## src/design/pl0ts_pkg.sv

```systemverilog
`timescale 1ns / 1ps
// ----------------------------------------------------------------------------
// pl0ts_pkg
// Shared types, token and error codes, character constants and the reserved
// word table of the pl0 token scanner.
// ----------------------------------------------------------------------------
package pl0ts_pkg;

  // field widths of the result item
  localparam int TOK_BITS      = 6;
  localparam int ERR_BITS      = 3;
  localparam int LEN_BITS      = 4;
  localparam int NUM_BITS      = 17;
  localparam int LEX_OUT_BYTES = 11;
  localparam int LEX_BITS      = 8 * LEX_OUT_BYTES;
  localparam int LEX_LOW_BITS  = 64;

  // configuration port
  localparam int CFG_IDX_BITS   = 2;
  localparam int CFG_DATA_BITS  = 4;
  localparam int NAME_MAX_BITS  = 4;
  localparam int DIGIT_MAX_BITS = 3;

  localparam logic [CFG_IDX_BITS-1:0]   CFG_NAME_MAX    = 2'd0;
  localparam logic [CFG_IDX_BITS-1:0]   CFG_DIGIT_MAX   = 2'd1;
  localparam logic [NAME_MAX_BITS-1:0]  NAME_MAX_RESET  = 4'd11;
  localparam logic [DIGIT_MAX_BITS-1:0] DIGIT_MAX_RESET = 3'd5;

  // result queue
  localparam int FIFO_DEPTH = 4;
  localparam int PTR_BITS   = 2;
  localparam int CNT_BITS   = 3;

  typedef logic [TOK_BITS-1:0] token_t;
  typedef logic [ERR_BITS-1:0] errc_t;

  // token numbers
  localparam token_t TOK_NONE    = 6'd0;
  localparam token_t TOK_COLON   = 6'd1;   // marks the colon as a known symbol
  localparam token_t TOK_IDENT   = 6'd2;
  localparam token_t TOK_NUMBER  = 6'd3;
  localparam token_t TOK_PLUS    = 6'd4;
  localparam token_t TOK_MINUS   = 6'd5;
  localparam token_t TOK_TIMES   = 6'd6;
  localparam token_t TOK_SLASH   = 6'd7;
  localparam token_t TOK_ODD     = 6'd8;
  localparam token_t TOK_EQL     = 6'd9;
  localparam token_t TOK_NEQ     = 6'd10;
  localparam token_t TOK_LSS     = 6'd11;
  localparam token_t TOK_LEQ     = 6'd12;
  localparam token_t TOK_GTR     = 6'd13;
  localparam token_t TOK_GEQ     = 6'd14;
  localparam token_t TOK_LPAREN  = 6'd15;
  localparam token_t TOK_RPAREN  = 6'd16;
  localparam token_t TOK_COMMA   = 6'd17;
  localparam token_t TOK_SEMI    = 6'd18;
  localparam token_t TOK_PERIOD  = 6'd19;
  localparam token_t TOK_BECOMES = 6'd20;
  localparam token_t TOK_BEGIN   = 6'd21;
  localparam token_t TOK_END     = 6'd22;
  localparam token_t TOK_IF      = 6'd23;
  localparam token_t TOK_THEN    = 6'd24;
  localparam token_t TOK_WHILE   = 6'd25;
  localparam token_t TOK_DO      = 6'd26;
  localparam token_t TOK_CALL    = 6'd27;
  localparam token_t TOK_CONST   = 6'd28;
  localparam token_t TOK_VAR     = 6'd29;
  localparam token_t TOK_PROC    = 6'd30;
  localparam token_t TOK_WRITE   = 6'd31;
  localparam token_t TOK_READ    = 6'd32;
  localparam token_t TOK_ELSE    = 6'd33;

  // error codes
  localparam errc_t ERR_NONE       = 3'd0;
  localparam errc_t ERR_BAD_CHAR   = 3'd1;
  localparam errc_t ERR_LONE_COLON = 3'd2;
  localparam errc_t ERR_NUM_LONG   = 3'd3;
  localparam errc_t ERR_NAME_LONG  = 3'd4;
  localparam errc_t ERR_DIGIT_NAME = 3'd5;

  // characters
  localparam logic [7:0] CH_TAB    = 8'h09;
  localparam logic [7:0] CH_LF     = 8'h0A;
  localparam logic [7:0] CH_CR     = 8'h0D;
  localparam logic [7:0] CH_SPACE  = 8'h20;
  localparam logic [7:0] CH_LPAREN = 8'h28;
  localparam logic [7:0] CH_RPAREN = 8'h29;
  localparam logic [7:0] CH_STAR   = 8'h2A;
  localparam logic [7:0] CH_PLUS   = 8'h2B;
  localparam logic [7:0] CH_COMMA  = 8'h2C;
  localparam logic [7:0] CH_MINUS  = 8'h2D;
  localparam logic [7:0] CH_PERIOD = 8'h2E;
  localparam logic [7:0] CH_SLASH  = 8'h2F;
  localparam logic [7:0] CH_ZERO   = 8'h30;
  localparam logic [7:0] CH_NINE   = 8'h39;
  localparam logic [7:0] CH_COLON  = 8'h3A;
  localparam logic [7:0] CH_SEMI   = 8'h3B;
  localparam logic [7:0] CH_LT     = 8'h3C;
  localparam logic [7:0] CH_EQ     = 8'h3D;
  localparam logic [7:0] CH_GT     = 8'h3E;
  localparam logic [7:0] CH_UP_A   = 8'h41;
  localparam logic [7:0] CH_UP_Z   = 8'h5A;
  localparam logic [7:0] CH_LO_A   = 8'h61;
  localparam logic [7:0] CH_LO_Z   = 8'h7A;

  // reserved words, text right-justified so the first letter sits highest
  localparam int RWORD_COUNT = 14;
  localparam int RWORD_MAX   = 9;

  localparam logic [8*RWORD_MAX-1:0] RWORD_TEXT [RWORD_COUNT] = '{
    "const", "var", "if", "then", "while", "do", "read",
    "write", "odd", "begin", "end", "procedure", "call", "else"
  };
  localparam logic [LEN_BITS-1:0] RWORD_LEN [RWORD_COUNT] = '{
    4'd5, 4'd3, 4'd2, 4'd4, 4'd5, 4'd2, 4'd4,
    4'd5, 4'd3, 4'd5, 4'd3, 4'd9, 4'd4, 4'd4
  };
  localparam token_t RWORD_CODE [RWORD_COUNT] = '{
    TOK_CONST, TOK_VAR, TOK_IF, TOK_THEN, TOK_WHILE, TOK_DO, TOK_READ,
    TOK_WRITE, TOK_ODD, TOK_BEGIN, TOK_END, TOK_PROC, TOK_CALL, TOK_ELSE
  };

  // first character of a two-character operator that waits for its partner
  typedef enum logic [4:0] {
    OP_NONE  = 5'b00001,
    OP_LT    = 5'b00010,
    OP_GT    = 5'b00100,
    OP_COLON = 5'b01000,
    OP_SLASH = 5'b10000
  } op_t;

  typedef struct packed {
    token_t                token_code;
    errc_t                 error_code;
    logic [LEX_BITS-1:0]   lexeme;
    logic [LEN_BITS-1:0]   lexeme_length;
    logic [NUM_BITS-1:0]   number_value;
    logic                  last;
  } result_t;

  // up to two results produced by one item
  typedef struct packed {
    logic [1:0] count;
    result_t    first;
    result_t    second;
  } push_t;

  typedef struct packed {
    logic [NAME_MAX_BITS-1:0]  name_max;
    logic [DIGIT_MAX_BITS-1:0] digit_max;
  } limits_t;

  function automatic logic is_letter(input logic [7:0] c);
    return (c >= CH_LO_A && c <= CH_LO_Z) || (c >= CH_UP_A && c <= CH_UP_Z);
  endfunction

  function automatic logic is_digit(input logic [7:0] c);
    return c >= CH_ZERO && c <= CH_NINE;
  endfunction

  function automatic logic is_white(input logic [7:0] c);
    return c == CH_SPACE || c == CH_TAB || c == CH_LF || c == CH_CR;
  endfunction

  function automatic token_t single_code(input logic [7:0] c);
    token_t t;
    unique case (c)
      CH_PLUS:   t = TOK_PLUS;
      CH_MINUS:  t = TOK_MINUS;
      CH_STAR:   t = TOK_TIMES;
      CH_SLASH:  t = TOK_SLASH;
      CH_LPAREN: t = TOK_LPAREN;
      CH_RPAREN: t = TOK_RPAREN;
      CH_EQ:     t = TOK_EQL;
      CH_COMMA:  t = TOK_COMMA;
      CH_PERIOD: t = TOK_PERIOD;
      CH_LT:     t = TOK_LSS;
      CH_GT:     t = TOK_GTR;
      CH_SEMI:   t = TOK_SEMI;
      CH_COLON:  t = TOK_COLON;
      default:   t = TOK_NONE;
    endcase
    return t;
  endfunction

  // reserved word w as a byte array, first letter in byte 0
  function automatic logic [RWORD_MAX-1:0][7:0] rword_bytes(input int w);
    logic [RWORD_MAX-1:0][7:0] b;
    int len;
    b   = '0;
    len = int'(RWORD_LEN[w]);
    for (int k = 0; k < RWORD_MAX; k++) begin
      if (k < len) b[k] = RWORD_TEXT[w][8*(len-1-k) +: 8];
    end
    return b;
  endfunction

  function automatic result_t char_result(input token_t tok, input errc_t err,
                                          input logic [7:0] c);
    result_t r;
    r               = '0;
    r.token_code    = tok;
    r.error_code    = err;
    r.lexeme[7:0]   = c;
    r.lexeme_length = 4'd1;
    return r;
  endfunction

  function automatic result_t pair_result(input token_t tok, input logic [7:0] a,
                                          input logic [7:0] c);
    result_t r;
    r               = '0;
    r.token_code    = tok;
    r.lexeme[7:0]   = a;
    r.lexeme[15:8]  = c;
    r.lexeme_length = 4'd2;
    return r;
  endfunction

endpackage

```

## src/design/pl0ts_if.sv

```systemverilog
`timescale 1ns / 1ps
// ----------------------------------------------------------------------------
// pl0ts interfaces
// Valid/ready channels of the pl0 token scanner: source characters in,
// tokens out, and the register write port.
// ----------------------------------------------------------------------------
interface pl0ts_in_if;
  logic       valid;
  logic       ready;
  logic [7:0] character;
  logic       end_of_text;

  modport source (output valid, character, end_of_text, input ready);
  modport sink   (input valid, character, end_of_text, output ready);
endinterface

interface pl0ts_out_if;
  import pl0ts_pkg::*;
  logic                        valid;
  logic                        ready;
  logic [TOK_BITS-1:0]         token_code;
  logic [ERR_BITS-1:0]         error_code;
  logic [LEX_LOW_BITS-1:0]     lexeme_low;
  logic [LEX_BITS-LEX_LOW_BITS-1:0] lexeme_high;
  logic [LEN_BITS-1:0]         lexeme_length;
  logic [NUM_BITS-1:0]         number_value;
  logic                        last;

  modport source (output valid, token_code, error_code, lexeme_low, lexeme_high,
                  lexeme_length, number_value, last, input ready);
  modport sink   (input valid, token_code, error_code, lexeme_low, lexeme_high,
                  lexeme_length, number_value, last, output ready);
endinterface

interface pl0ts_cfg_if;
  import pl0ts_pkg::*;
  logic                     valid;
  logic                     ready;
  logic [CFG_IDX_BITS-1:0]  index;
  logic [CFG_DATA_BITS-1:0] data;

  modport source (output valid, index, data, input ready);
  modport sink   (input valid, index, data, output ready);
endinterface

```

## src/design/pl0_token_scanner_unit.sv

```systemverilog
`timescale 1ns / 1ps
// ----------------------------------------------------------------------------
// pl0_token_scanner_unit
// PL/0 lexical analyzer: one source byte per item in, tokens out.
// ----------------------------------------------------------------------------
// The scanner takes one character item per clock while the result queue has
// room and produces zero, one or two token items for it; a character that
// ends a word or a pending operator and is itself a symbol gives two tokens,
// which leave the output port one at a time. An accepted item is decided
// while it sits in the input register, its tokens enter the result queue at
// the next edge and the first one is offered from there. The sustained rate
// is one item per cycle, set by the single result port; the input stalls
// only while the four-entry result queue holds more than two tokens.
// Reserved words are matched by fourteen parallel comparators.
// Register 0 sets the longest accepted name, register 1 the most digits in
// a number; write them only while the scanner is idle.
// ----------------------------------------------------------------------------
module pl0_token_scanner_unit #(
  parameter int NAME_STORE_BYTES  = 11,  // bytes of word buffer, 1..16
  parameter int NUMBER_DIGITS_MAX = 5    // digits a number may hold, 1..5
) (
  input  logic           clk,
  input  logic           rst_n,
  pl0ts_in_if.sink       in_chan,
  pl0ts_out_if.source    out_chan,
  pl0ts_cfg_if.sink      cfg_chan
);
  import pl0ts_pkg::*;

  // input register
  logic                      in_v_r;
  logic [7:0]                in_char_r;
  logic                      in_eot_r;
  logic                      fire;
  logic                      room;

  // configuration registers
  logic [NAME_MAX_BITS-1:0]  name_max_r;
  logic [DIGIT_MAX_BITS-1:0] digit_max_r;
  limits_t                   limits;

  push_t                     push;
  result_t                   out_item;

  // the buffered item is decided once the queue can take two tokens
  assign fire          = in_v_r && room;
  assign in_chan.ready = !in_v_r || fire;

  always_ff @(posedge clk) begin
    if (!rst_n) begin
      in_v_r <= 1'b0;
    end else if (in_chan.ready) begin
      in_v_r <= in_chan.valid;
    end
  end

  // payload holds no reset
  always_ff @(posedge clk) begin
    if (in_chan.valid && in_chan.ready) begin
      in_char_r <= in_chan.character;
      in_eot_r  <= in_chan.end_of_text;
    end
  end

  // register writes are always taken; unknown indexes are dropped
  assign cfg_chan.ready = 1'b1;

  always_ff @(posedge clk) begin
    if (!rst_n) begin
      name_max_r  <= NAME_MAX_RESET;
      digit_max_r <= DIGIT_MAX_RESET;
    end else if (cfg_chan.valid) begin
      unique case (cfg_chan.index)
        CFG_NAME_MAX:  name_max_r  <= cfg_chan.data[NAME_MAX_BITS-1:0];
        CFG_DIGIT_MAX: digit_max_r <= cfg_chan.data[DIGIT_MAX_BITS-1:0];
        default: ;
      endcase
    end
  end

  assign limits.name_max  = name_max_r;
  assign limits.digit_max = digit_max_r;

  // character decision and scanner state
  pl0ts_scan_core #(
    .NAME_STORE_BYTES (NAME_STORE_BYTES),
    .NUMBER_DIGITS_MAX(NUMBER_DIGITS_MAX)
  ) u_core (
    .clk        (clk),
    .rst_n      (rst_n),
    .fire       (fire),
    .character  (in_char_r),
    .end_of_text(in_eot_r),
    .limits     (limits),
    .push       (push)
  );

  // tokens wait here for the consumer
  pl0ts_result_fifo u_fifo (
    .clk      (clk),
    .rst_n    (rst_n),
    .push     (push),
    .room     (room),
    .out_valid(out_chan.valid),
    .out_ready(out_chan.ready),
    .out_item (out_item)
  );

  // lexeme splits into the first eight bytes and the rest
  assign out_chan.token_code    = out_item.token_code;
  assign out_chan.error_code    = out_item.error_code;
  assign out_chan.lexeme_low    = out_item.lexeme[LEX_LOW_BITS-1:0];
  assign out_chan.lexeme_high   = out_item.lexeme[LEX_BITS-1:LEX_LOW_BITS];
  assign out_chan.lexeme_length = out_item.lexeme_length;
  assign out_chan.number_value  = out_item.number_value;
  assign out_chan.last          = out_item.last;

endmodule

```

## src/design/pl0ts_rword_match.sv

```systemverilog
`timescale 1ns / 1ps
// ----------------------------------------------------------------------------
// pl0ts_rword_match
// Parallel comparators of the buffered word against the fourteen reserved
// words.
// ----------------------------------------------------------------------------
module pl0ts_rword_match #(
  parameter int NAME_STORE_BYTES = 11,
  parameter int LEN_W            = 4
) (
  input  logic [NAME_STORE_BYTES-1:0][7:0] word,
  input  logic [LEN_W-1:0]                 word_len,
  output logic                             hit,
  output pl0ts_pkg::token_t                code
);
  import pl0ts_pkg::*;

  localparam int VIEW = (NAME_STORE_BYTES < RWORD_MAX) ? NAME_STORE_BYTES : RWORD_MAX;
  localparam int CW   = (LEN_W > LEN_BITS) ? LEN_W : LEN_BITS;

  logic [RWORD_MAX-1:0][7:0] view;
  logic [RWORD_COUNT-1:0]    eq;

  always_comb begin
    view = '0;
    for (int k = 0; k < VIEW; k++) view[k] = word[k];
  end

  // only bytes below the word length take part
  always_comb begin
    for (int w = 0; w < RWORD_COUNT; w++) begin
      logic [RWORD_MAX-1:0][7:0] rw_text;
      rw_text = rword_bytes(w);
      eq[w]   = (CW'(word_len) == CW'(RWORD_LEN[w]));
      for (int k = 0; k < RWORD_MAX; k++) begin
        if (k < int'(RWORD_LEN[w]) && view[k] != rw_text[k]) eq[w] = 1'b0;
      end
    end
  end

  always_comb begin
    code = TOK_NONE;
    for (int w = 0; w < RWORD_COUNT; w++) begin
      if (eq[w]) code = code | RWORD_CODE[w];
    end
  end

  assign hit = |eq;

endmodule

```

## src/design/pl0ts_scan_core.sv

```systemverilog
`timescale 1ns / 1ps
// ----------------------------------------------------------------------------
// pl0ts_scan_core
// Scanner state and the per-character decision: word buffer, number value,
// pending operator, comment and error flags, and up to two results per item.
// ----------------------------------------------------------------------------
module pl0ts_scan_core #(
  parameter int NAME_STORE_BYTES  = 11,
  parameter int NUMBER_DIGITS_MAX = 5
) (
  input  logic              clk,
  input  logic              rst_n,
  input  logic              fire,
  input  logic [7:0]        character,
  input  logic              end_of_text,
  input  pl0ts_pkg::limits_t limits,
  output pl0ts_pkg::push_t  push
);
  import pl0ts_pkg::*;

  localparam int LEN_CAP   = ((NAME_STORE_BYTES > NUMBER_DIGITS_MAX) ?
                              NAME_STORE_BYTES : NUMBER_DIGITS_MAX) + 1;
  localparam int LW        = $clog2(LEN_CAP + 1);
  localparam int CW        = (LW > LEN_BITS) ? LW : LEN_BITS;
  localparam int STORE_OUT = (NAME_STORE_BYTES < LEX_OUT_BYTES) ?
                             NAME_STORE_BYTES : LEX_OUT_BYTES;

  logic [NAME_STORE_BYTES-1:0][7:0] store_r;
  logic [LW-1:0]       wlen_r, wlen_nxt;
  logic                letter_r, letter_nxt;
  logic [NUM_BITS-1:0] dval_r, dval_nxt;
  op_t                 pend_r, pend_nxt;
  logic                incom_r, incom_nxt;
  logic                star_r, star_nxt;
  logic                err_r, err_nxt;
  logic                store_we;

  logic [CW-1:0]       wlen_x, name_lim, digit_lim, stored;
  logic [LEN_BITS-1:0] out_len;
  logic [LEX_OUT_BYTES-1:0][7:0] word_lex;
  logic                word_busy, flush_err, rw_hit;
  token_t              rw_code;
  result_t             flush_res, first, second;
  logic [1:0]          n;
  logic                go, is_word_char, char_ok;

  pl0ts_rword_match #(
    .NAME_STORE_BYTES(NAME_STORE_BYTES),
    .LEN_W           (LW)
  ) u_rword (
    .word    (store_r),
    .word_len(wlen_r),
    .hit     (rw_hit),
    .code    (rw_code)
  );

  // token that the buffered word turns into when it ends
  always_comb begin
    wlen_x    = CW'(wlen_r);
    name_lim  = (CW'(limits.name_max) > CW'(NAME_STORE_BYTES)) ?
                CW'(NAME_STORE_BYTES) : CW'(limits.name_max);
    digit_lim = (CW'(limits.digit_max) > CW'(NUMBER_DIGITS_MAX)) ?
                CW'(NUMBER_DIGITS_MAX) : CW'(limits.digit_max);
    stored    = (wlen_x > CW'(NAME_STORE_BYTES)) ? CW'(NAME_STORE_BYTES) : wlen_x;
    out_len   = (stored > CW'(LEX_OUT_BYTES)) ? LEN_BITS'(LEX_OUT_BYTES) :
                stored[LEN_BITS-1:0];
    word_busy = (wlen_r != '0);

    word_lex = '0;
    for (int k = 0; k < STORE_OUT; k++) begin
      if (LEN_BITS'(k) < out_len) word_lex[k] = store_r[k];
    end

    flush_res               = '0;
    flush_res.lexeme        = word_lex;
    flush_res.lexeme_length = out_len;
    flush_err               = 1'b0;
    if (is_digit(store_r[0])) begin
      if (letter_r) begin
        flush_res.error_code = ERR_DIGIT_NAME;
        flush_err            = 1'b1;
      end else if (wlen_x > digit_lim) begin
        flush_res.error_code = ERR_NUM_LONG;
        flush_err            = 1'b1;
      end else begin
        flush_res.token_code   = TOK_NUMBER;
        flush_res.number_value = dval_r;
      end
    end else if (wlen_x > name_lim) begin
      flush_res.error_code = ERR_NAME_LONG;
      flush_err            = 1'b1;
    end else begin
      flush_res.token_code = rw_hit ? rw_code : TOK_IDENT;
    end
  end

  assign is_word_char = is_letter(character) || is_digit(character);
  assign char_ok      = is_word_char || is_white(character) ||
                        (single_code(character) != TOK_NONE);

  always_comb begin
    wlen_nxt   = wlen_r;
    letter_nxt = letter_r;
    dval_nxt   = dval_r;
    pend_nxt   = pend_r;
    incom_nxt  = incom_r;
    star_nxt   = star_r;
    err_nxt    = err_r;
    store_we   = 1'b0;
    first      = '0;
    second     = '0;
    n          = 2'd0;
    go         = 1'b0;

    if (end_of_text) begin
      if (!err_r && !incom_r) begin
        unique case (pend_r)
          OP_LT:    begin first = char_result(TOK_LSS, ERR_NONE, CH_LT);   n = 2'd1; end
          OP_GT:    begin first = char_result(TOK_GTR, ERR_NONE, CH_GT);   n = 2'd1; end
          OP_SLASH: begin first = char_result(TOK_SLASH, ERR_NONE, CH_SLASH); n = 2'd1; end
          OP_COLON: begin
            first = char_result(TOK_NONE, ERR_LONE_COLON, CH_COLON);
            n     = 2'd1;
          end
          OP_NONE: begin
            if (word_busy) begin
              first = flush_res;
              n     = 2'd1;
            end
          end
          default: ;
        endcase
      end
      wlen_nxt   = '0;
      letter_nxt = 1'b0;
      dval_nxt   = '0;
      pend_nxt   = OP_NONE;
      incom_nxt  = 1'b0;
      star_nxt   = 1'b0;
      err_nxt    = 1'b0;
    end else if (err_r) begin
      // silent until end of text
    end else if (incom_r) begin
      if (star_r && character == CH_SLASH) incom_nxt = 1'b0;
      star_nxt = (character == CH_STAR);
    end else if (!char_ok) begin
      first   = char_result(TOK_NONE, ERR_BAD_CHAR, character);
      n       = 2'd1;
      err_nxt = 1'b1;
    end else begin
      pend_nxt = OP_NONE;
      go       = 1'b1;
      unique case (pend_r)
        OP_LT: begin
          if (character == CH_EQ) begin
            first = pair_result(TOK_LEQ, CH_LT, CH_EQ);
            go    = 1'b0;
          end else if (character == CH_GT) begin
            first = pair_result(TOK_NEQ, CH_LT, CH_GT);
            go    = 1'b0;
          end else begin
            first = char_result(TOK_LSS, ERR_NONE, CH_LT);
          end
          n = 2'd1;
        end
        OP_GT: begin
          if (character == CH_EQ) begin
            first = pair_result(TOK_GEQ, CH_GT, CH_EQ);
            go    = 1'b0;
          end else begin
            first = char_result(TOK_GTR, ERR_NONE, CH_GT);
          end
          n = 2'd1;
        end
        OP_COLON: begin
          if (character == CH_EQ) begin
            first = pair_result(TOK_BECOMES, CH_COLON, CH_EQ);
          end else begin
            first   = char_result(TOK_NONE, ERR_LONE_COLON, CH_COLON);
            err_nxt = 1'b1;
          end
          n  = 2'd1;
          go = 1'b0;
        end
        OP_SLASH: begin
          if (character == CH_STAR) begin
            incom_nxt = 1'b1;
            star_nxt  = 1'b0;
            go        = 1'b0;
          end else begin
            first = char_result(TOK_SLASH, ERR_NONE, CH_SLASH);
            n     = 2'd1;
          end
        end
        OP_NONE: ;
        default: ;
      endcase

      if (go) begin
        if (is_word_char) begin
          store_we = (wlen_x < CW'(NAME_STORE_BYTES));
          if (is_letter(character)) begin
            letter_nxt = 1'b1;
          end else if (!letter_r && wlen_x < CW'(NUMBER_DIGITS_MAX)) begin
            dval_nxt = (dval_r << 3) + (dval_r << 1) + NUM_BITS'(character - CH_ZERO);
          end
          if (wlen_x < CW'(LEN_CAP)) wlen_nxt = wlen_r + 1'b1;
        end else begin
          wlen_nxt   = '0;
          letter_nxt = 1'b0;
          dval_nxt   = '0;
          if (word_busy) begin
            if (n == 2'd0) first = flush_res;
            else           second = flush_res;
            n = n + 2'd1;
          end
          if (word_busy && flush_err) begin
            err_nxt = 1'b1;
          end else if (is_white(character)) begin
            // separator only
          end else if (character == CH_LT) begin
            pend_nxt = OP_LT;
          end else if (character == CH_GT) begin
            pend_nxt = OP_GT;
          end else if (character == CH_COLON) begin
            pend_nxt = OP_COLON;
          end else if (character == CH_SLASH) begin
            pend_nxt = OP_SLASH;
          end else begin
            if (n == 2'd0) first = char_result(single_code(character), ERR_NONE, character);
            else           second = char_result(single_code(character), ERR_NONE, character);
            n = n + 2'd1;
          end
        end
      end
    end

    first.last  = (n == 2'd1);
    second.last = 1'b1;
  end

  assign push.count  = fire ? n : 2'd0;
  assign push.first  = first;
  assign push.second = second;

  always_ff @(posedge clk) begin
    if (!rst_n) begin
      wlen_r   <= '0;
      letter_r <= 1'b0;
      dval_r   <= '0;
      pend_r   <= OP_NONE;
      incom_r  <= 1'b0;
      star_r   <= 1'b0;
      err_r    <= 1'b0;
    end else if (fire) begin
      wlen_r   <= wlen_nxt;
      letter_r <= letter_nxt;
      dval_r   <= dval_nxt;
      pend_r   <= pend_nxt;
      incom_r  <= incom_nxt;
      star_r   <= star_nxt;
      err_r    <= err_nxt;
    end
  end

  // word bytes, written at the current length
  always_ff @(posedge clk) begin
    for (int k = 0; k < NAME_STORE_BYTES; k++) begin
      if (fire && store_we && wlen_r == LW'(k)) store_r[k] <= character;
    end
  end

endmodule

```

## src/design/pl0ts_result_fifo.sv

```systemverilog
`timescale 1ns / 1ps
// ----------------------------------------------------------------------------
// pl0ts_result_fifo
// Small result queue: takes up to two tokens per cycle, hands out one.
// ----------------------------------------------------------------------------
module pl0ts_result_fifo (
  input  logic               clk,
  input  logic               rst_n,
  input  pl0ts_pkg::push_t   push,
  output logic               room,
  output logic               out_valid,
  input  logic               out_ready,
  output pl0ts_pkg::result_t out_item
);
  import pl0ts_pkg::*;

  result_t               mem_r [FIFO_DEPTH];
  logic [PTR_BITS-1:0]   wp_r, wp_nxt, rp_r, rp_nxt;
  logic [CNT_BITS-1:0]   cnt_r, cnt_nxt;
  logic                  pop;

  assign out_valid = (cnt_r != '0);
  assign out_item  = mem_r[rp_r];
  assign pop       = out_valid && out_ready;
  assign room      = (cnt_r <= CNT_BITS'(FIFO_DEPTH - 2));

  always_comb begin
    wp_nxt  = wp_r + PTR_BITS'(push.count);
    rp_nxt  = rp_r + PTR_BITS'(pop);
    cnt_nxt = cnt_r + CNT_BITS'(push.count) - CNT_BITS'(pop);
  end

  always_ff @(posedge clk) begin
    if (push.count != 2'd0) mem_r[wp_r] <= push.first;
    if (push.count == 2'd2) mem_r[wp_r + 1'b1] <= push.second;
  end

  always_ff @(posedge clk) begin
    if (!rst_n) begin
      wp_r  <= '0;
      rp_r  <= '0;
      cnt_r <= '0;
    end else begin
      wp_r  <= wp_nxt;
      rp_r  <= rp_nxt;
      cnt_r <= cnt_nxt;
    end
  end

endmodule

```

## src/flat_wrapper.sv

```systemverilog
// flat-port wrapper written by rule: the top's interface ports become plain ports
module pl0_token_scanner_unit_flat import pl0ts_pkg::*;
#(
  parameter int NAME_STORE_BYTES  = 11,                                
  parameter int NUMBER_DIGITS_MAX = 5                                     
)
  (clk, rst_n, in_chan_valid, in_chan_character, in_chan_end_of_text, in_chan_ready, out_chan_valid, out_chan_token_code, out_chan_error_code, out_chan_lexeme_low, out_chan_lexeme_high, out_chan_lexeme_length, out_chan_number_value, out_chan_last, out_chan_ready, cfg_chan_valid, cfg_chan_index, cfg_chan_data, cfg_chan_ready);
  pl0ts_in_if in_chan_i ();
  pl0ts_out_if out_chan_i ();
  pl0ts_cfg_if cfg_chan_i ();
  input  logic clk;
  input  logic rst_n;
  input wire logic [$bits(in_chan_i.valid)-1:0] in_chan_valid;
  input wire logic [$bits(in_chan_i.character)-1:0] in_chan_character;
  input wire logic [$bits(in_chan_i.end_of_text)-1:0] in_chan_end_of_text;
  output wire logic [$bits(in_chan_i.ready)-1:0] in_chan_ready;
  output wire logic [$bits(out_chan_i.valid)-1:0] out_chan_valid;
  output wire logic [$bits(out_chan_i.token_code)-1:0] out_chan_token_code;
  output wire logic [$bits(out_chan_i.error_code)-1:0] out_chan_error_code;
  output wire logic [$bits(out_chan_i.lexeme_low)-1:0] out_chan_lexeme_low;
  output wire logic [$bits(out_chan_i.lexeme_high)-1:0] out_chan_lexeme_high;
  output wire logic [$bits(out_chan_i.lexeme_length)-1:0] out_chan_lexeme_length;
  output wire logic [$bits(out_chan_i.number_value)-1:0] out_chan_number_value;
  output wire logic [$bits(out_chan_i.last)-1:0] out_chan_last;
  input wire logic [$bits(out_chan_i.ready)-1:0] out_chan_ready;
  input wire logic [$bits(cfg_chan_i.valid)-1:0] cfg_chan_valid;
  input wire logic [$bits(cfg_chan_i.index)-1:0] cfg_chan_index;
  input wire logic [$bits(cfg_chan_i.data)-1:0] cfg_chan_data;
  output wire logic [$bits(cfg_chan_i.ready)-1:0] cfg_chan_ready;
  assign in_chan_i.valid = in_chan_valid;
  assign in_chan_i.character = in_chan_character;
  assign in_chan_i.end_of_text = in_chan_end_of_text;
  assign in_chan_ready = in_chan_i.ready;
  assign out_chan_valid = out_chan_i.valid;
  assign out_chan_token_code = out_chan_i.token_code;
  assign out_chan_error_code = out_chan_i.error_code;
  assign out_chan_lexeme_low = out_chan_i.lexeme_low;
  assign out_chan_lexeme_high = out_chan_i.lexeme_high;
  assign out_chan_lexeme_length = out_chan_i.lexeme_length;
  assign out_chan_number_value = out_chan_i.number_value;
  assign out_chan_last = out_chan_i.last;
  assign out_chan_i.ready = out_chan_ready;
  assign cfg_chan_i.valid = cfg_chan_valid;
  assign cfg_chan_i.index = cfg_chan_index;
  assign cfg_chan_i.data = cfg_chan_data;
  assign cfg_chan_ready = cfg_chan_i.ready;
  pl0_token_scanner_unit #(.NAME_STORE_BYTES(NAME_STORE_BYTES), .NUMBER_DIGITS_MAX(NUMBER_DIGITS_MAX)) u_core (.clk(clk), .rst_n(rst_n), .in_chan(in_chan_i), .out_chan(out_chan_i), .cfg_chan(cfg_chan_i));
endmodule
```

## config.mk

```make
export PLATFORM = sky130hd
export DESIGN_NAME = pl0_token_scanner_unit_flat
export DESIGN_NICKNAME = d
export VERILOG_FILES = /design/src/design/pl0ts_pkg.sv /design/src/design/pl0ts_if.sv /design/src/design/pl0_token_scanner_unit.sv /design/src/design/pl0ts_rword_match.sv /design/src/design/pl0ts_scan_core.sv /design/src/design/pl0ts_result_fifo.sv /design/src/flat_wrapper.sv
export SDC_FILE = /design/constraint.sdc
export NUM_CORES = 1
export LEC_CHECK = 0
export BUFFER_PORTS_ARGS = -buffer_cell sky130_fd_sc_hd__buf_4
export CORE_UTILIZATION = 36
export CTS_CLUSTER_DIAMETER = 100
export DETAILED_ROUTE_END_ITERATION = 12
export PLACE_DENSITY = 0.61
export RECOVER_POWER = 50
export SYNTH_ARGS = -nofsm -noshare
export SYNTH_HDL_FRONTEND = slang
export SYNTH_SLANG_ARGS = --single-unit
```

## constraint.sdc

```tcl
create_clock -name clk -period 9.4 [get_ports clk]
set_clock_uncertainty 0.2 [all_clocks]
set_input_delay 0.94 -clock clk [delete_from_list [all_inputs] [get_ports clk]]
set_output_delay 0.94 -clock clk [all_outputs]
set_load 0.02 [all_outputs]
```

; Word level (Yosys, flattened, before mapping)
; Memories as Yosys holds them, arrays and structs flattened. A register that Yosys moved wholly into a read port is not among the register bits.
; Index checks and enable logic that the tools add are counted.
[op_classes]
add_sub_neg = 11
magnitude_cmp = 29
eq_ne = 79
mux = 250
reduce_logical = 60
[ops]
columns = cell, n
row1 = two-way mux 119 bit, 32
row2 = one-hot mux 119 bit (5 select lines), 1
row3 = one-hot mux 118 bit (4 select lines), 1
row4 = "!= test 8 x 7 -> 1 bit, second input constant", 45
row5 = two-way mux 116 bit, 2
row6 = two-way mux 17 bit, 11
row7 = two-way mux 118 bit, 1
row8 = two-way mux 115 bit, 1
row9 = two-way mux 5 bit, 23
row10 = two-way mux 114 bit, 1
row11 = two-way mux 1 bit, 110
row12 = two-way mux 8 bit, 11
row13 = two-way mux 6 bit, 11
row14 = "equality test 8 x 6 -> 1 bit, second input constant", 7
row15 = two-way mux 2 bit, 27
row16 = two-way mux 4 bit, 11
row17 = adder 17 bit, 2
row18 = "equality test 8 x 4 -> 1 bit, second input constant", 3
row19 = logical AND 1 bit, 23
row20 = "equality test 4 x 3 -> 1 bit, second input constant", 4
row21 = "greater-or-equal comparator 8 x 6 -> 1 bit, second input constant", 2
row22 = "greater-or-equal comparator 8 x 7 -> 1 bit, second input constant", 2
row23 = "<= comparator 8 x 6 -> 1 bit, second input constant", 2
row24 = "<= comparator 8 x 7 -> 1 bit, second input constant", 2
row25 = other kinds (51), 94
[word_totals]
register_bits = 142
ram_bits = 476
rom_bits = 960
input_bits = 20
output_inout_bits = 122
n_memories = 4
[mem_list]
columns = memory, depth, word_bits, read_ports, rd_ports_with_merged_regs, wr, line
row1 = u_core.u_fifo.mem_r, 4, 119, 1, 1, 2, pl0ts_result_fifo.sv:17  ; result_t mem_r [FIFO_DEPTH];
row2 = (no name shown), 64, 5, 1, 1, 0, pl0ts_pkg.sv:167  ; unique case (c)
row3 = (no name shown), 64, 5, 1, 1, 0, pl0ts_pkg.sv:167
row4 = (no name shown), 64, 5, 1, 1, 0, pl0ts_pkg.sv:167

; Longest topological paths before layout
[depth]
depth_word = 38
mapped_depth = 20
depth_no_buf = 19

; Cells and area by module
; A second synthesis with hierarchy kept.
[hier_totals]
hier_cells = 2417
area_unflattened_um2 = 33689.8
[by_module_without_submodules]
columns = module, instances, cells_per_inst, area_each_um2, seq_area_each_um2
row1 = pl0ts_result_fifo, 1, 1195, 23278.6, 14433.8
row2 = pl0ts_scan_core, 1, 1046, 8842.2, 3243.1
row3 = pl0ts_rword_match, 1, 129, 932.1, 0.0
row4 = pl0_token_scanner_unit, 1, 47, 636.9, 430.4

; Worst setup path before layout
; Ideal clock, no wire load.
[synth_timing]
path_type = flip-flop to flip-flop
start = reg u_core.in_char_r[4]
end = mem u_core.u_fifo.mem_r[1][100] in the netlist's numbering, enable pin
setup_ns = 0.481
t_arrival_ns = 6.460
t_required_ns = 8.719
path_slack_ns = 2.259
path_stages_with_launch = 16
synth_period_minus_slack_ns = 7.141
cell_sequence = edfxtp_1 -> inv_1 -> ha_1 -> and2_1 -> a311o_2 -> and2_1 -> buf_2 -> ha_1 -> or4_1 -> a31oi_2 -> o2111ai_4 -> nor3_2 -> buf_2 -> nand2_1 -> buf_2 -> nand2_1
[synth_lines]
columns = item, line
row1 = "start, declared", pl0_token_scanner_unit.sv:32  ; logic [7:0] in_char_r;
row2 = "start signal, assigned", pl0_token_scanner_unit.sv:60  ; in_char_r <= in_chan.character;
row3 = "end, declared", pl0ts_result_fifo.sv:17

==> impl_metrics.tcl <==
set metrics [dict create \
    hpwl_um 67120 \
    drcViolationCount 0 \
    syn_avg_cell_area_um2 12.78 \
    r2r_cells 13 \
    period_share_pct 84.03 \
    layout-drive-gt1-share_pct 13.09 \
    num_io_pins 142 \
    slew_violations 422 \
    grt_pass1_vias 21740 \
    num_vias 21960 \
    setup_slack_ps 1501 \
    placed_area_mm2 0.03342 \
    antenna_found_initial 2 \
    final-setup-viol-count 0 \
    gr-usage-met2_pct 36.67 \
    grt_max_degree 103 \
    p_leak_nw 10.32 \
    grt_overflow 0 \
    fp.dieArea_mm2 0.08744 \
    rr_startpoint "u_core.in_char_r[4]" \
    critPathMaxStageDelay_ps 1370 \
    max_freq_mhz 126.6 \
    dr.pass1.iters 6 \
    relSlewSlack_pct -99.17 \
    cts_buffer_depth 3 \
    hold_viol 0 \
    drtIter0Drc 2268 \
    synthCells 2430 \
    synth_nets 2505 \
    viasPerCell 5.903 \
    met3_usage_pct 3.665 \
    finalWirelength_um 98670 \
    post_drt_wl_per_cell_um 26.52 \
    rsz0062_at_grt "no" \
    failed_checks "max-capacitance violations, max-slew violations" \
    tightest_slew_ps 2983 \
    min_path_type "register to register" \
    clk_latency_ps 630 \
    cts_made_buffers 69 \
    track_usage_pct 22.41 \
    r2r_slack_ps 1500 \
    fin_tns_setup_ps 0 \
    cts_sinks 623 \
    cts_tree "yes" \
    vdd_drop_max_mv 0.1215 \
    ys_ff_latch 623 \
    synth_edf_count 569 \
    powerDensity_mw_per_mm2 211.8 \
    antenna_left 0 \
    synth-warning-count 0 \
    htreeDepth 3 \
    final_cell_area_mm2 0.03506 \
    area_growth_pct 12.91 \
    die_y_um 295.7 \
    cts_resized 0 \
    startpoint "u_core.in_char_r[4]" \
    clk_pin_slew_worst_paths_ps 60 \
    grt_pass1_wl_um 145100 \
    final_cells 3720 \
    post-cts-setup-buffers 0 \
    pre_cts_slack_ps 2499 \
    cp-start-kind "register" \
    fin_nets 2600 \
    r2r_end "u_core.u_fifo.mem_r[0][49]" \
    core_mm2 0.08528 \
    drv_cap 16 \
    rows 107 \
    syn_area_mm2 0.03105 \
    worstPathRequired_ps 9480 \
    critPathSlowestCell "clkbuf_1" \
    critPathKind "register to register" \
    cts_root_buf "clkbuf_16" \
    synth_ff_type "edfxtp_1" \
    gp_congestion 0.9881 \
    cp_cell_sequence "clkbuf_1, ha_1, nand2_1, or2_0, o311ai_0, a31oi_1, clkbuf_1, o32ai_1, nor3_2, buf_4, nand2_1, nand2_4, buf_12" \
    async_flop_share_pct 0 \
    cp.arrival_ps 7980 \
    outcome "complete, but fails checks" \
    die_x_um 295.7 \
    path_max_fanout 68 \
    io_buffer_count 140 \
    fin_crit_ps 7899 \
    top_usage_layer "met2" \
    crit_end "u_core.u_fifo.mem_r[0][49]" \
    placed_cells 3598 \
    start_util_pct 36.41 \
    grt_use_met1_pct 30.25 \
    end_kind "register" \
    hold_buffers 0 \
    synth_seq_area_share_pct 58.50 \
    yosysUniqueCellTypes 96 \
]
## worst min-delay path by stage
stage | slack (ps) | endpoint | startpoint | cells past startpoint
detailed placement | 250 | u_core.u_fifo.mem_r[1][0] | u_core.u_fifo.mem_r[1][0] | 2
global route | 300 | u_core.u_fifo.mem_r[0][0] | u_core.u_fifo.mem_r[0][0] | 1
CTS | 280 | u_core.u_core.dval_r[16] | u_core.u_core.dval_r[16] | 2
finish | 280 | u_core.u_core.dval_r[16] | u_core.u_core.dval_r[16] | 2
floorplan | 230 | u_core.u_fifo.mem_r[1][0] | u_core.u_fifo.mem_r[1][0] | 2
global placement | 270 | u_core.u_fifo.mem_r[0][0] | u_core.u_fifo.mem_r[0][0] | 1
## routing by layer
layer / up-vias / wire length [µm]
met5: - / 0
met4: 0 / 3139
met3: 173 / 6737
met2: 949 / 47490
met1: 11150 / 41300
li1: 9689 / -
## cells in the mapped netlist, drive strengths merged (19+ instances only)
library cell,count,area (µm²)
nor2b,25,156.4
a21oi,55,279.0
mux4,119,2680
inv,50,187.7
nor2,258,970.9
nor4b,28,251.5
clkbuf,94,352.8
buf,74,359.1
a31oi,31,225.2
and2,21,131.4
ha,40,500.5
nand3,31,160.1
o21ai,57,285.3
nor3b,124,1011
dfxtp,54,1081
o22ai,96,600.6
and3,19,118.9
nor4,28,175.2
nand4,36,225.2
nor3,118,605.6
nand2,188,705.7
edfxtp,569,17090
## cell families after synthesis
family          count (synthesis)  synth area share, %
simple gates                  986                17.50
flops                         623                58.50
compound gates                385                8.598
buf+inv                       219                2.909
mux                           137                9.223
fa+ha+maj                      55                2.579
xor+xnor                       24               0.6769
other cells                     1              0.01208
## sequential cells by signal (all words and copies together), names as in the netlist, 2 cells and up, named ones only
signal,flops
u_core.u_core.pend_r,5
u_core.u_fifo.rp_r,2
u_core.u_core.wlen_r,4
u_core.u_core.dval_r,17
u_core.u_fifo.cnt_r,3
u_core.u_fifo.mem_r,476
u_core.u_fifo.wp_r,2
u_core.in_char_r,8
u_core.name_max_r,4
u_core.digit_max_r,3
u_core.u_core.store_r,88
## cell type report
| class | instances | area (µm²) |
|---|---|---|
| Sequential cell | 623 | 18170 |
| Timing Repair Buffer | 192 | 964.7 |
| Clock buffer | 80 | 1810 |
| Antenna cell | 1 | 2.502 |
| Tap cell | 1144 | 1431 |
| Fill cell | 7972 | 50220 |
| Clock inverter | 41 | 489.2 |
| Multi-Input combinational cell | 1588 | 12000 |
| Inverter | 51 | 191.4 |
## per-stage QoR
| stage | utilization, % | hold WS [ps] | total power (W) |
|---|---|---|---|
| final | 41.12 | 277.3 | 0.007425 |
| after global routing | 41.11 | 300.7 | 0.007693 |
| after CTS | 41.89 | 277.6 | 0.007675 |
| after detailed placement | 39.19 | 253.1 | 0.004931 |
| after global placement | 39.19 | 267.9 | 0.004923 |
| after floorplan | - | 230.3 | 0.004270 |
## report_power, final
group	switching (W)	internal, W
registers	0.0000946	0.00312
clock network	0.00113	0.00162
logic	0.000935	0.000534
## placed cells by master (no fill, tap or decap), types with 31 or more instances in the layout
cell type and instances:
ha_1 40, edfxtp_1 569, mux4_2 119, clkbuf_16 71
nor2_1 256, nand4_1 36, nor3b_1 115, a21oi_1 55
nand2_1 184, clkbuf_1 148, nand3_1 31, inv_1 48
o22ai_1 96, o21ai_0 55, buf_4 42, nor3_1 115
dfxtp_1 52
## critical path: cells and delay by family (launching register included)
family	cells	cell delay, ps
compound gates	3	1760
buf+inv	4	2450
flops	1	340
simple gates	5	2140
fa+ha+maj	1	520
No activity file was read; power rests on OpenSTA's default activity.
